$ cat config.mk
export PLATFORM = sky130hd
export DESIGN_NAME = iso_week_date_converter_flat
export DESIGN_NICKNAME = d
export VERILOG_FILES = /design/src/hw/rtl/iwd_pkg.sv /design/src/hw/rtl/iwd_if.sv /design/src/hw/rtl/iso_week_date_converter.sv /design/src/hw/rtl/iwd_year.sv /design/src/hw/rtl/iwd_week.sv /design/src/flat_wrapper.sv
export SDC_FILE = /design/constraint.sdc
export NUM_CORES = 1
export LEC_CHECK = 0
export BUFFER_PORTS_ARGS = -buffer_cell sky130_fd_sc_hd__buf_2
export CORE_MARGIN = 1
export CORE_UTILIZATION = 63
export CTS_BUF_LIST = sky130_fd_sc_hd__clkbuf_16
export DETAILED_ROUTE_END_ITERATION = 7
export MAX_ROUTING_LAYER = met4
export PLACE_DENSITY = 0.77
export SETUP_SLACK_MARGIN = 0.2
export SLEW_MARGIN = 40
export SYNTH_ARGS = -nofsm -noshare
export SYNTH_HDL_FRONTEND = slang
export SYNTH_SLANG_ARGS = --single-unit
$ cat constraint.sdc
create_clock -name clk -period 37 [get_ports clk]
set_input_delay 7.4 -clock clk [delete_from_list [all_inputs] [get_ports clk]]
set_output_delay 7.4 -clock clk [all_outputs]
set_load 0.01 [all_outputs]
$ cat src/hw/rtl/iwd_pkg.sv
`default_nettype none

package iwd_pkg;

	localparam int unsigned YearW    = 12;
	localparam int unsigned IsoYearW = 13;
	localparam int unsigned DayW     = 5;
	localparam int unsigned MonthW   = 4;
	localparam int unsigned OrdW     = 9;
	localparam int unsigned WeekW    = 6;
	localparam int unsigned WdayW    = 3;
	localparam int unsigned CfgIdxW  = 2;

	localparam logic [CfgIdxW-1:0] RegMinYear = 2'd0;
	localparam logic [CfgIdxW-1:0] RegMaxYear = 2'd1;

	localparam logic [YearW-1:0] MinYearReset = 12'd1900;
	localparam logic [YearW-1:0] MaxYearReset = 12'd2100;

	localparam logic [13:0] Recip7   = 14'd9363;
	localparam logic [12:0] Recip100 = 13'd5243;

	localparam logic [OrdW-1:0] DaysBefore [16] = '{
		9'd0,   9'd0,   9'd31,  9'd59,  9'd90,  9'd120, 9'd151, 9'd181,
		9'd212, 9'd243, 9'd273, 9'd304, 9'd334, 9'd0,   9'd0,   9'd0
	};

	typedef struct packed {
		logic                 valid;
		logic [OrdW-1:0]      ordinal;
		logic [YearW-1:0]     year;
		logic [2:0]           jan1;
		logic                 long_cur;
		logic                 long_prev;
	} iwd_s1_t;

	typedef struct packed {
		logic                 date_valid;
		logic [OrdW-1:0]      ordinal_day;
		logic [IsoYearW-1:0]  iso_year;
		logic [WeekW-1:0]     iso_week;
		logic [WdayW-1:0]     iso_weekday;
	} iwd_res_t;

	typedef struct packed {
		logic       leap;
		logic [2:0] jan1;
	} iwd_year_t;

	function automatic logic [12:0] div7(logic [12:0] x);
		logic [26:0] p;
		p = 27'(x) * 27'(Recip7);
		return 13'(p >> 16);
	endfunction

	function automatic logic [2:0] mod7(logic [12:0] x);
		logic [12:0] q;
		logic [12:0] r;
		q = div7(x);
		r = x - 13'(q * 13'd7);
		return r[2:0];
	endfunction

	function automatic logic [6:0] div100(logic [12:0] x);
		logic [25:0] p;
		p = 26'(x) * 26'(Recip100);
		return 7'(p >> 19);
	endfunction

	// jan1: weekday of 1 January, 0 Sunday .. 6 Saturday
	function automatic iwd_year_t year_props(logic [12:0] y);
		iwd_year_t   r;
		logic [6:0]  q;
		logic [6:0]  qn;
		logic [12:0] n;
		logic [12:0] s;
		logic        is100;
		logic        is400;
		q     = div100(y);
		is100 = (y == 13'(q * 13'd100));
		is400 = is100 && (q[1:0] == 2'd0);
		r.leap = (y[1:0] == 2'd0) && (!is100 || is400);
		n  = y + 13'd399;
		qn = div100(n);
		s  = 13'd1 + n + (n >> 2) - 13'(qn) + 13'(qn >> 2);
		r.jan1 = mod7(s);
		return r;
	endfunction

	function automatic logic long_year(iwd_year_t p);
		return (p.jan1 == 3'd4) || (p.leap && (p.jan1 == 3'd3));
	endfunction

endpackage

`default_nettype wire

$ cat src/hw/rtl/iwd_if.sv
`default_nettype none

interface iwd_date_if;
	import iwd_pkg::*;
	logic              valid;
	logic              ready;
	logic [DayW-1:0]   day;
	logic [MonthW-1:0] month;
	logic [YearW-1:0]  year;
	modport source (output valid, day, month, year, input ready);
	modport sink (input valid, day, month, year, output ready);
endinterface

interface iwd_result_if;
	import iwd_pkg::*;
	logic                valid;
	logic                ready;
	logic                date_valid;
	logic [OrdW-1:0]     ordinal_day;
	logic [IsoYearW-1:0] iso_year;
	logic [WeekW-1:0]    iso_week;
	logic [WdayW-1:0]    iso_weekday;
	modport source (output valid, date_valid, ordinal_day, iso_year, iso_week, iso_weekday,
		input ready);
	modport sink (input valid, date_valid, ordinal_day, iso_year, iso_week, iso_weekday,
		output ready);
endinterface

interface iwd_cfg_if;
	import iwd_pkg::*;
	logic               valid;
	logic               ready;
	logic [CfgIdxW-1:0] index;
	logic [YearW-1:0]   data;
	modport source (output valid, index, data, input ready);
	modport sink (input valid, index, data, output ready);
endinterface

`default_nettype wire

$ cat src/hw/rtl/iso_week_date_converter.sv
// Pipeline: an accepted request is captured in the input register, then moves into the result
// register once that can advance; the result side is driven from the result register.
// Throughput: one request per cycle; the input register stalls only while it is full
// and the result register is full and held by a low ready on the result side.
// Reset: arst_n clears both pipeline valid flags and loads min_year 1900 and
// max_year 2100; the configuration channel is always ready.
`default_nettype none

module iso_week_date_converter
	import iwd_pkg::*;
(
	input  wire logic      clk,
	input  wire logic      arst_n,
	iwd_date_if.sink       date,
	iwd_result_if.source   result,
	iwd_cfg_if.sink        cfg
);

	logic [YearW-1:0] min_year_q;
	logic [YearW-1:0] max_year_q;
	logic             v_s1;
	logic             v_s2;
	iwd_s1_t          info_s1;
	iwd_s1_t          info_d;
	iwd_res_t         res_s2;
	iwd_res_t         res_d;
	logic             adv_s1;
	logic             adv_s2;

	assign adv_s2 = !v_s2 || result.ready;
	assign adv_s1 = !v_s1 || adv_s2;

	assign date.ready = adv_s1;
	assign cfg.ready  = 1'b1;

	always_ff @(posedge clk or negedge arst_n) begin
		if (!arst_n) begin
			min_year_q <= MinYearReset;
			max_year_q <= MaxYearReset;
		end else if (cfg.valid) begin
			unique case (cfg.index)
				RegMinYear: min_year_q <= cfg.data;
				RegMaxYear: max_year_q <= cfg.data;
				default: ;
			endcase
		end
	end

	iwd_year u_year (
		.day      (date.day),
		.month    (date.month),
		.year     (date.year),
		.min_year (min_year_q),
		.max_year (max_year_q),
		.info     (info_d)
	);

	always_ff @(posedge clk or negedge arst_n) begin
		if (!arst_n) begin
			v_s1 <= 1'b0;
			v_s2 <= 1'b0;
		end else begin
			if (adv_s1) begin
				v_s1 <= date.valid;
			end
			if (adv_s2) begin
				v_s2 <= v_s1;
			end
		end
	end

	always_ff @(posedge clk) begin
		if (adv_s1 && date.valid) begin
			info_s1 <= info_d;
		end
		if (adv_s2 && v_s1) begin
			res_s2 <= res_d;
		end
	end

	iwd_week u_week (
		.info (info_s1),
		.res  (res_d)
	);

	assign result.valid       = v_s2;
	assign result.date_valid  = res_s2.date_valid;
	assign result.ordinal_day = res_s2.ordinal_day;
	assign result.iso_year    = res_s2.iso_year;
	assign result.iso_week    = res_s2.iso_week;
	assign result.iso_weekday = res_s2.iso_weekday;

endmodule

`default_nettype wire

$ cat src/hw/rtl/iwd_year.sv
`default_nettype none

module iwd_year
	import iwd_pkg::*;
(
	input  wire logic [DayW-1:0]   day,
	input  wire logic [MonthW-1:0] month,
	input  wire logic [YearW-1:0]  year,
	input  wire logic [YearW-1:0]  min_year,
	input  wire logic [YearW-1:0]  max_year,
	output iwd_s1_t                info
);

	iwd_year_t        cur;
	iwd_year_t        prev;
	logic [DayW-1:0]  mdays;
	logic             year_ok;
	logic             month_ok;
	logic             day_ok;

	always_comb begin
		cur  = year_props({1'b0, year});
		prev = year_props({1'b0, year} - 13'd1);

		if (month == 4'd2) begin
			mdays = cur.leap ? 5'd29 : 5'd28;
		end else if (month <= 4'd7) begin
			mdays = month[0] ? 5'd31 : 5'd30;
		end else begin
			mdays = month[0] ? 5'd30 : 5'd31;
		end

		year_ok  = (year != '0) && (year >= min_year) && (year <= max_year);
		month_ok = (month >= 4'd1) && (month <= 4'd12);
		day_ok   = (day >= 5'd1) && (day <= mdays);

		info.valid     = year_ok && month_ok && day_ok;
		info.ordinal   = DaysBefore[month] + OrdW'(cur.leap && (month > 4'd2))
			+ OrdW'(day);
		info.year      = year;
		info.jan1      = cur.jan1;
		info.long_cur  = long_year(cur);
		info.long_prev = long_year(prev);
	end

endmodule

`default_nettype wire

$ cat src/hw/rtl/iwd_week.sv
`default_nettype none

module iwd_week
	import iwd_pkg::*;
(
	input  wire iwd_s1_t info,
	output iwd_res_t     res
);

	logic [WdayW-1:0] wday;
	logic [12:0]      wk_full;
	logic [WeekW-1:0] wk;
	logic [WeekW-1:0] weeks_cur;

	always_comb begin
		wday      = mod7(13'(info.ordinal) + 13'(info.jan1) + 13'd5) + 3'd1;
		wk_full   = div7(13'(info.ordinal) + 13'd10 - 13'(wday));
		wk        = wk_full[WeekW-1:0];
		weeks_cur = info.long_cur ? 6'd53 : 6'd52;

		res.date_valid  = 1'b1;
		res.ordinal_day = info.ordinal;
		res.iso_weekday = wday;
		res.iso_week    = wk;
		res.iso_year    = {1'b0, info.year};

		if (wk == '0) begin
			res.iso_week = info.long_prev ? 6'd53 : 6'd52;
			res.iso_year = {1'b0, info.year} - 13'd1;
		end else if (wk > weeks_cur) begin
			res.iso_week = 6'd1;
			res.iso_year = {1'b0, info.year} + 13'd1;
		end

		if (!info.valid) begin
			res = '0;
		end
	end

endmodule

`default_nettype wire

$ cat src/flat_wrapper.sv
// flat-port wrapper written by rule: the top's interface ports become plain ports
module iso_week_date_converter_flat import iwd_pkg::*;
  (clk, arst_n, date_valid, date_day, date_month, date_year, date_ready, result_valid, result_date_valid, result_ordinal_day, result_iso_year, result_iso_week, result_iso_weekday, result_ready, cfg_valid, cfg_index, cfg_data, cfg_ready);
  iwd_date_if date_i ();
  iwd_result_if result_i ();
  iwd_cfg_if cfg_i ();
  input  wire logic clk;
  input  wire logic arst_n;
  input wire logic [$bits(date_i.valid)-1:0] date_valid;
  input wire logic [$bits(date_i.day)-1:0] date_day;
  input wire logic [$bits(date_i.month)-1:0] date_month;
  input wire logic [$bits(date_i.year)-1:0] date_year;
  output wire logic [$bits(date_i.ready)-1:0] date_ready;
  output wire logic [$bits(result_i.valid)-1:0] result_valid;
  output wire logic [$bits(result_i.date_valid)-1:0] result_date_valid;
  output wire logic [$bits(result_i.ordinal_day)-1:0] result_ordinal_day;
  output wire logic [$bits(result_i.iso_year)-1:0] result_iso_year;
  output wire logic [$bits(result_i.iso_week)-1:0] result_iso_week;
  output wire logic [$bits(result_i.iso_weekday)-1:0] result_iso_weekday;
  input wire logic [$bits(result_i.ready)-1:0] result_ready;
  input wire logic [$bits(cfg_i.valid)-1:0] cfg_valid;
  input wire logic [$bits(cfg_i.index)-1:0] cfg_index;
  input wire logic [$bits(cfg_i.data)-1:0] cfg_data;
  output wire logic [$bits(cfg_i.ready)-1:0] cfg_ready;
  assign date_i.valid = date_valid;
  assign date_i.day = date_day;
  assign date_i.month = date_month;
  assign date_i.year = date_year;
  assign date_ready = date_i.ready;
  assign result_valid = result_i.valid;
  assign result_date_valid = result_i.date_valid;
  assign result_ordinal_day = result_i.ordinal_day;
  assign result_iso_year = result_i.iso_year;
  assign result_iso_week = result_i.iso_week;
  assign result_iso_weekday = result_i.iso_weekday;
  assign result_i.ready = result_ready;
  assign cfg_i.valid = cfg_valid;
  assign cfg_i.index = cfg_index;
  assign cfg_i.data = cfg_data;
  assign cfg_ready = cfg_i.ready;
  iso_week_date_converter u_core (.clk(clk), .arst_n(arst_n), .date(date_i), .result(result_i), .cfg(cfg_i));
endmodule
# [Yosys cells after proc, flatten, opt, wreduce, memory -nomap -nowiden]
# Memory sizes are Yosys's and may differ from the RTL's.
# Index checks and enable logic that the tools add are counted.
[word_totals] out_inout_bits=35 input_bits=40 ff_bits=85 mem_bits_ro=144 memories=1 wordCells=117
[op_classes] n_mux=12 addsub=23 n_eq_ne=8 mul=13 n_reduce_logical=34 bitwise=1 magnitude_cmp=10
[memory_table] memory="(no name shown)" words=16 word_bits=9 read_ports=1 rd_ports_with_merged_regs=0 wr=0 line="iwd_year.sv:38" text="info.ordinal = DaysBefore[month] + OrdW'(cur.leap && (month > 4'd2))"
[op_table] cell="multiplier 13 x 13 -> 26 bit (second input constant)" n=3
[op_table] cell="multiplier 13 x 14 -> 27 bit (second input constant)" n=2
[op_table] cell="two-way mux 19 bit" n=2
[op_table] cell="two-way mux 32 bit" n=1
[op_table] cell="adder 1 x 13 -> 13 bit (first input constant)" n=2
[op_table] cell="adder 13 x 11 -> 13 bit" n=2
[op_table] cell="adder 13 x 5 -> 13 bit" n=2
[op_table] cell="subtractor 12 x 1 -> 13 bit (second input constant)" n=2
[op_table] cell="subtractor 13 x 7 -> 13 bit" n=2
[op_table] cell="multiplier 11 x 14 -> 25 bit (second input constant)" n=1
[op_table] cell="multiplier 12 x 13 -> 25 bit (second input constant)" n=1
[op_table] cell="multiplier 11 x 3 -> 3 bit (second input constant)" n=2
[op_table] cell="multiplier 13 x 14 -> 22 bit (second input constant)" n=1
[op_table] cell="two-way mux 9 bit" n=2
[op_table] cell="logical AND 1 bit" n=15
[op_table] cell="adder 12 x 1 -> 13 bit (second input constant)" n=1
[op_table] cell="adder 12 x 9 -> 13 bit (second input constant)" n=1
[op_table] cell="adder 13 x 9 -> 13 bit (second input constant)" n=1
[op_table] cell="equality test 12 x 13 -> 1 bit" n=1
[op_table] cell="equality test 13 bit" n=1
[op_table] cell=">= comparator 12 bit" n=1
[op_table] cell="less-or-equal comparator 12 bit" n=1
[op_table] cell="nonzero test 12 bit" n=1
[op_table] cell="adder 10 x 3 -> 11 bit (second input constant)" n=1
[op_table] cell="other kinds (30)" n=52

# [Depth between registers and ports, before layout]
# Gate-level depths: netlist of run 1.
[logic_depth] ltp_word=12 mapped_depth=69 ltp_nobuf=68

# [Hierarchy]
# Synthesis of run 1 repeated with hierarchy kept, for this count alone.
[unflattened] hier_cells=2911 hier_area_um2=28147.0
[modules_own_cells] mod="iwd_year" area_per_inst_um2=20510.9 cells_each=2198 instances=1 seq_area_each_um2=0.0
[modules_own_cells] mod="iwd_week" area_per_inst_um2=4815.9 cells_each=592 instances=1 seq_area_each_um2=0.0
[modules_own_cells] mod="iso_week_date_converter" area_per_inst_um2=2820.2 cells_each=121 instances=1 seq_area_each_um2=2436.1

# [Worst setup path before layout of run 1]
# OpenSTA, ideal clock, no wires.
[synth_timing] path_type="input to register" startpoint="in date_year[0]" endpoint="reg u_core.info_s1[0] (netlist bit) (data pin)" required_ps=36737 path_stages=61 slack_ps=14622 setup_ps=263 path_buffers=0 arrival_ps=22115 path_cell_list="inv_1 ha_1 nor3b_1 o221ai_1 xnor2_1 ha_1 inv_1 o21ai_0 nand2_1 xnor2_1 inv_1 ha_1 inv_1 fa_1 inv_1 fa_1 fa_1 inv_1 (+25 left out) inv_1 ha_1 o21a_1 o21a_1 o21ai_0 a21oi_1 o21a_1 nor2_1 xnor2_1 xor2_1 fa_1 xnor2_1 xnor2_1 xnor2_1 xnor2_1 xnor2_1 nand3_1 o21ai_0"
[synth_lines] element="from (decl)" line="flat_wrapper.sv:12" text="input wire logic [$bits(date_i.year)-1:0] date_year;"
[synth_lines] element="to (signal assigned)" line="iso_week_date_converter.sv:74" text="info_s1 <= info_d;"
[synth_lines] element="to (decl)" line="iso_week_date_converter.sv:23" text="iwd_s1_t info_s1;"

==> results.cfg, run 1 <==
[sta]
rsz0062_at_grt = false
hold_viol_final = 0
fmax_ghz = 0.04244
tightest_slew_ns = 0.7654
finalCritPeriodShare_pct = 63.69
setup_viol_count_final = 0
maxSlewHeadroom_pct = 48.33
final-max-slew-violation-count = 0
fin_tns_setup_ns = 0
min_period_ns = 23.56
skew_ns = 0.006875

[critical_path]
r2r_slack_ns = 21.92
crit_type = primary input to flop
end_kind = flop
crit_top_cell = fa_1
worstReg2RegEnd = u_core.result.iso_year[6]
critPathMaxFanout = 8
crit_slowest_cell = o41ai_1
cp-start-kind = primary input
cp.required_ns = 37.10
reg2reg_from = u_core.info_s1[19]
reg2regPathDepth = 63
arrival_ns = 23.67
max_stage_delay_ns = 0.60

[global_routing]
grt_pass1_vias = 21130
grt_pass1_wl_um = 101800
antenna_found_initial = 1
grt_max_degree = 33
track_usage_pct = 29.47
gr-total-overflow = 0

[clock_tree]
clock-sinks = 85
tritoncts = done
cts_root_buffer = clkbuf_16
tritoncts.num_buffers = 9
cts_resized = 0
cts_max_level = 3
clkTransAtPathRegs_ns = 0.07
cts_buffer_depth = 2
hold_buffers = 0
cts_setup_buffers = 0
clkLatencyLatePin_ns = 0.35

[logic_synthesis]
avgSynthCellArea_um2 = 9.682
synth_top_area_cell = ha_1
syn_inst = 2819
ys_types = 71
yosys.area.top_type_share_pct = 35.25
yosysMostFrequentCell = ha_1
yosys_most_used_dff = edfxtp_1
synth_area_um2 = 27290
netlist_top_cells_count = ha_1 (769), inv_1 (753), fa_1 (331)
synth_nets = 3959
ys_seq_area_share_pct = 8.926
yosys_warnings = 0
async_flop_share_pct = 30.59
ys_top_cells_by_area = ha_1 (35%), fa_1 (24%), inv_1 (10%), edfxtp_1 (6.5%), xnor2_1 (4.8%)
ys_seq_elements = 85
synth_edf_count = 59

[hold_path]
hp-class = flop to flop
hold_depth = 1
holdCritStartpoint = u_core.max_year_q[6]
holdPathEnd = u_core.max_year_q[6]

[final_layout]
layout.nets = 4045
drive_above_1_share_pct = 5.498
area_delta_synth_final_pct = 5.433
fillers = 3293
final_util_pct = 67.99

[floorplanning]
start_util_pct = 64.49
die_h_um = 210.1
dieWidth_um = 210.1
die_area_um2 = 44160
pin_count = 75
coreArea_um2 = 42320
rows = 75

[detailed_routing]
vias_per_cell = 5.509
ant_nets = 0
first_pass_iters = 5
vias = 19210
drt_iter0_drc = 844
wl_per_cell_um = 17.16
drcViolationCount = 0
wirelength_um = 59850

[placement]
gp_congestion = 0.9647
dp_hpwl_um = 52830
io_buffers = 73

[run]
maxCapViolCount = 0

[outcome]
outcome = completed
## how the worst max path moves through the flow
stage | from | end | depth (start not counted)
3_5_place_dp | date_year[1] | u_core.info_s1[0] | 61
6_report | date_year[1] | u_core.info_s1[0] | 60
2_1_floorplan | date_year[0] | u_core.info_s1[0] | 61
4_1_cts | date_year[1] | u_core.info_s1[0] | 60
5_1_grt | date_year[1] | u_core.info_s1[0] | 64
3_3_place_gp | date_year[1] | u_core.info_s1[0] | 61
## per-stage QoR
stage | hold slack, ns | area (um2) | cells | setup WS, ns
after global routing | 0.5184 | 28780 | 3488 | 12.40
final | 0.5097 | 28780 | 3488 | 13.44
after detailed placement | 0.4934 | 28480 | 3471 | 12.92
after floorplan | 0.4490 | 27290 | 2819 | 14.62
after global placement | 0.4662 | 28450 | 3471 | 13.64
after CTS | 0.5076 | 28760 | 3487 | 13.31
## cells in the final DEF (no fill, tap or decap), types with 13 or more instances in the layout
master    netlist  final
or2_2          14     14
nor2b_1        17     17
ha_1          769    769
xor2_1         46     43
buf_2           1     73
nand2_1        77     77
buf_4           1     19
xnor2_1       151    149
mux2_2         15     15
inv_1         753    753
a21oi_1        89     89
nand3_1        28     28
edfxtp_1       59     59
o21a_1         17     17
and3_1         17     17
nand4_1        13     13
o21ai_0        57     57
fa_1          331    331
nand2b_1       21     21
nor3_1         23     23
mux2i_1        13     13
nor2_1         77     76
a21o_1         39     39
dfrtp_1        15     15
## metal layers
| metal | wire [um] | part of all wire (%) | GRT usage [%] | vias up |
|---|---|---|---|---|
| met5 | 0 | 0 | - | - |
| met4 | 1508 | 2.5 | 7.652 | 0 |
| met3 | 1425 | 2.4 | 1.684 | 110 |
| met2 | 30810 | 51 | 52.72 | 320 |
| met1 | 26100 | 44 | 36.26 | 9480 |
| li1 | - | - | - | 9304 |
## logic make-up (layout without fill, tap and decap cells)
| group | after synthesis | after routing | synth area share (%) |
|---|---|---|---|
| buf+inv | 771 | 862 | 10.65 |
| other cells | 1 | 2 | 0.01374 |
| mux | 28 | 28 | 1.096 |
| xor+xnor | 197 | 197 | 6.322 |
| simple gates | 324 | 324 | 5.891 |
| flops | 85 | 85 | 8.926 |
| fa+ha+maj | 1100 | 1100 | 59.53 |
| compound gates | 313 | 313 | 7.569 |
## sequential cells by signal, indices dropped and copies added (netlist names)
register and cells:
u_core.info_s1 27, u_core.max_year_q 12, u_core.min_year_q 12, u_core.result.date_valid 1, u_core.result.iso_week 6, u_core.result.iso_weekday 3
u_core.result.iso_year 13, u_core.result.ordinal_day 9, u_core.result.valid 1, u_core.v_s1 1
## area by class of cell
| type | instances | area (um2) | share of cell area [%] |
|---|---|---|---|
| flip-flops and latches | 85 | 2436 | 8.466 |
| repair buffers | 92 | 508.0 | 1.765 |
| well taps | 577 | 721.9 | 2.509 |
| clock inverters | 7 | 56.30 | 0.1957 |
| inverters | 754 | 2830 | 9.836 |
| diodes | 1 | 2.502 | 0.008696 |
| multi-input cells | 1963 | 21990 | 76.44 |
| clock buffers | 9 | 225.2 | 0.7827 |
## worst max-delay path: cells and delay by family
kind,cells,cell delay (ns)
xor gates and xnor gates,11,2.39
and+or+nand+nor,4,1.01
adders and majority gates,18,7.63
AOI/OAI and AO/OA,18,3.89
buffers and inverters,9,1.32
Power of run 1 is left out: the tool's default activity adds up to more than one toggle a clock period on the data nets, which glitch-free logic cannot reach.
==> run 2: changes to the inputs <==
==> constraint.sdc (replaced) <==
create_clock -name clk -period 24.1 [get_ports clk]
set_input_delay 4.82 -clock clk [delete_from_list [all_inputs] [get_ports clk]]
set_output_delay 4.82 -clock clk [all_outputs]
set_load 0.01 [all_outputs]
==> results.cfg, run 2 (synthesized netlist as in run 1, its figures left out) <==
[clock_tree]
clkTransAtPathRegs_ns = 0.07
clkLatencyLatePin_ns = 0.35
cts_max_level = 3
tritoncts = done
cts_setup_buffers = 0
hold_buffers = 0
tritoncts.num_buffers = 9
cts_resized = 0
cts_buffer_depth = 2
clock-sinks = 85
cts_root_buffer = clkbuf_16

[placement]
gp_congestion = 0.9655
io_buffers = 73
dp_hpwl_um = 52540

[critical_path]
reg2reg_from = u_core.info_s1[19]
max_stage_delay_ns = 0.57
crit_top_cell = fa_1
startpoint = date_year[1]
arrival_ns = 21.10
crit_type = primary input to flop
critical_path_buf_inv_count = 9
end_kind = flop
crit_family = adder cells
critPathMaxFanout = 8
cp.required_ns = 24.19
cp-start-kind = primary input
crit_slowest_cell = o41ai_1

[final_layout]
area_delta_synth_final_pct = 5.588
multi_input_area_um2 = 21990
layout_common_cells = ha_1 (769), inv_1 (753), fa_1 (331)
drive_above_1_share_pct = 5.464
fillers = 3321
top_register = u_core.info_s1
layout_commonest_cell = ha_1
largest_reg_flops = 27
seqCellArea_um2 = 2436
layout.nets = 4045

[detailed_routing]
drcViolationCount = 0
vias = 19160
drt_iter0_drc = 910
ant_nets = 0
wl_per_cell_um = 17.01
vias_per_cell = 5.493
wirelength_um = 59350
first_pass_iters = 6

[global_routing]
grt_max_degree = 33
antenna_found_initial = 1
grt_pass1_wl_um = 100600
grt_pass1_vias = 21070
gr-total-overflow = 0
track_usage_pct = 29.17

[sta]
hold_viol_final = 0
finalCritPeriodShare_pct = 87.16
tightest_slew_ns = 0.8332
rsz0062_at_grt = false
final-max-slew-violation-count = 0
setup_viol_count_final = 0
min_period_ns = 21.01
skew_ns = 0.01051
maxSlewHeadroom_pct = 43.98
fmax_ghz = 0.04761
fin_tns_setup_ns = 0

[run]
maxCapViolCount = 0

[floorplanning]
rows = 75
start_util_pct = 64.49
dieWidth_um = 210.1
die_area_um2 = 44160
die_h_um = 210.1
coreArea_um2 = 42320
pin_count = 75

[outcome]
outcome = completed

[hold_path]
hp-class = flop to flop
holdCritStartpoint = u_core.v_s1
-- run 2: cell type report --
| cell class | count | area share, % |
|---|---|---|
| clock buffer | 9 | 0.7815 |
| clock inverter | 7 | 0.3691 |
| sequential | 85 | 8.453 |
| multi-input combinational | 1963 | 76.30 |
| timing repair buffer | 92 | 1.763 |
| tap | 577 | 2.505 |
| inverter | 754 | 9.821 |
| antenna | 1 | 0.008684 |
-- run 2: layer usage --
layer	track usage (%)	wire (um)	vias up	share of wire, %
li1	-	-	9294	-
met1	36.04	25960	9408	44
met2	51.69	30080	354	51
met3	1.698	1648	102	2.8
met4	8.180	1653	0	2.8
met5	-	0	-	0
-- run 2: path summary, 6_finish.rpt --
path	endpoint	slack (ns)	cells past startpoint
min in group asynchronous	u_core.max_year_q[8]	4.49	1
hold reg to reg	u_core.result.valid	0.50	1
setup reg to reg	u_core.result.iso_year[6]	9.11	63
setup / recovery	u_core.info_s1[0]	3.09	60
max in group asynchronous	u_core.max_year_q[0]	19.19	1
hold / removal	u_core.result.valid	0.50	1
-- run 2: through the flow --
step	setup WS, ns	instance area, um2	cells	utilization (%)	hold WS (ns)
floorplan	4.302	27290	2819	-	0.4490
global placement	3.328	28450	3471	67.23	0.4662
detailed placement	2.633	28480	3471	67.28	0.4782
CTS	2.991	28810	3487	68.07	0.4983
global route	2.182	28820	3488	68.09	0.5224
finish	3.095	28820	3488	68.09	0.5011
Power of run 2 is left out for the same reason.
==> run 3: changes to the inputs <==
--- a/config.mk
+++ b/config.mk
@@ -7,11 +7,11 @@
 export LEC_CHECK = 0
 export BUFFER_PORTS_ARGS = -buffer_cell sky130_fd_sc_hd__buf_2
 export CORE_MARGIN = 1
-export CORE_UTILIZATION = 63
+export CORE_UTILIZATION = 40
 export CTS_BUF_LIST = sky130_fd_sc_hd__clkbuf_16
 export DETAILED_ROUTE_END_ITERATION = 7
 export MAX_ROUTING_LAYER = met4
-export PLACE_DENSITY = 0.77
+export PLACE_DENSITY = 0.52
 export SETUP_SLACK_MARGIN = 0.2
 export SLEW_MARGIN = 40
 export SYNTH_ARGS = -nofsm -noshare
==> results.cfg, run 3 (synthesized netlist as in run 1, its figures left out) <==
[floorplanning]
coreArea_um2 = 67400
die_h_um = 263.2
rows = 95
start_util_pct = 40.50
pin_count = 75
dieWidth_um = 263.2
die_area_um2 = 69280

[critical_path]
crit_top_cell = fa_1
crit_path_end = u_core.info_s1[0]
end_kind = flop
cp.required_ns = 24.32
cp-start-kind = primary input
arrival_ns = 21.40
crit_type = primary input to flop
max_stage_delay_ns = 0.65
critPathMaxFanout = 16
startpoint = date_year[0]
reg2regPathDepth = 63
r2r_slack_ns = 9.31
crit_slowest_cell = xor2_1
worstReg2RegEnd = u_core.result.iso_year[6]
reg2reg_from = u_core.info_s1[19]

[global_routing]
gr-total-overflow = 0
antenna_found_initial = 2
track_usage_pct = 19.00
grt_pass1_wl_um = 103400
grt_max_degree = 33
grt_pass1_vias = 20270

[sta]
fin_tns_setup_ns = 0
skew_ns = 0.01926
hold_viol_final = 0
fmax_ghz = 0.04721
maxSlewHeadroom_pct = 46.96
finalCritPeriodShare_pct = 87.90
tightest_slew_ns = 0.7929
rsz0062_at_grt = false
final-max-slew-violation-count = 0
min_period_ns = 21.18
setup_viol_count_final = 0

[clock_tree]
tritoncts.num_buffers = 9
tritoncts = done
clock-sinks = 85
cts_resized = 0
cts_max_level = 3
clkLatencyLatePin_ns = 0.37
cts_setup_buffers = 0
cts_root_buffer = clkbuf_16
cts_buffer_depth = 2
hold_buffers = 0
clkTransAtPathRegs_ns = 0.09

[detailed_routing]
ant_nets = 0
first_pass_iters = 5
drt_iter0_drc = 651
drcViolationCount = 0
vias_per_cell = 4.922
vias = 18630
wirelength_um = 60810
wl_per_cell_um = 16.07

[final_layout]
layout_commonest_cell = ha_1
area_delta_synth_final_pct = 6.781
drive_above_1_share_pct = 5.397
layout_common_cells = ha_1 (769), inv_1 (753), fa_1 (331)
fillers = 6554
largest_reg_flops = 27
top_register = u_core.info_s1
final_util_pct = 43.24
layout.nets = 4044

[placement]
io_buffers = 73
dp_hpwl_um = 54410
gp_congestion = 0.8627

[outcome]
outcome = completed

[hold_path]
hp-class = flop to flop

[run]
maxCapViolCount = 0
run 3: stage by stage:
| stage | hold slack (ns) | instances | setup slack, ns | cell area [um2] |
|---|---|---|---|---|
| 3_3_place_gp | 0.4622 | 3766 | 2.883 | 28810 |
| 5_1_grt | 0.5160 | 3784 | 1.828 | 29140 |
| 3_5_place_dp | 0.4738 | 3766 | 2.478 | 28830 |
| 2_1_floorplan | 0.4490 | 2819 | 4.302 | 27290 |
| 6_report | 0.4895 | 3784 | 2.916 | 29140 |
| 4_1_cts | 0.4942 | 3782 | 2.888 | 29130 |
run 3: worst min-delay path by stage:
stage               depth (start not counted)   startpoint                  end
finish                                      1  u_core.v_s1  u_core.result.valid
global route                                1  u_core.v_s1  u_core.result.valid
CTS                                         1  u_core.v_s1  u_core.result.valid
detailed placement                          1  u_core.v_s1  u_core.result.valid
global placement                            1  u_core.v_s1  u_core.result.valid
floorplan                                   1  u_core.v_s1  u_core.result.valid
run 3: cell type report:
| class | count | area [um2] | area share, % |
|---|---|---|---|
| Multi-Input combinational cell | 1963 | 21980 | 75.42 |
| Inverter | 754 | 2830 | 9.711 |
| Sequential cell | 85 | 2436 | 8.359 |
| Tap cell | 873 | 1092 | 3.748 |
| Timing Repair Buffer | 91 | 500.5 | 1.717 |
| Clock buffer | 9 | 225.2 | 0.7728 |
| Clock inverter | 7 | 73.82 | 0.2533 |
| Antenna cell | 2 | 5.005 | 0.01717 |
run 3: metal layers:
layer	global-route usage [%]	routed length (um)
met2	32.58	29850
met1	24.84	28860
met4	3.667	1064
met5	-	0
met3	1.094	1027
run 3: worst max-delay path, delay by kind of cell:
family          cells  cell delay, ns
mux                 1            0.26
simple gates        4            1.52
fa+ha+maj          18            7.60
buf+inv             9            1.56
xor+xnor            4            1.40
compound gates     20            4.22
Power of run 3 is left out for the same reason.
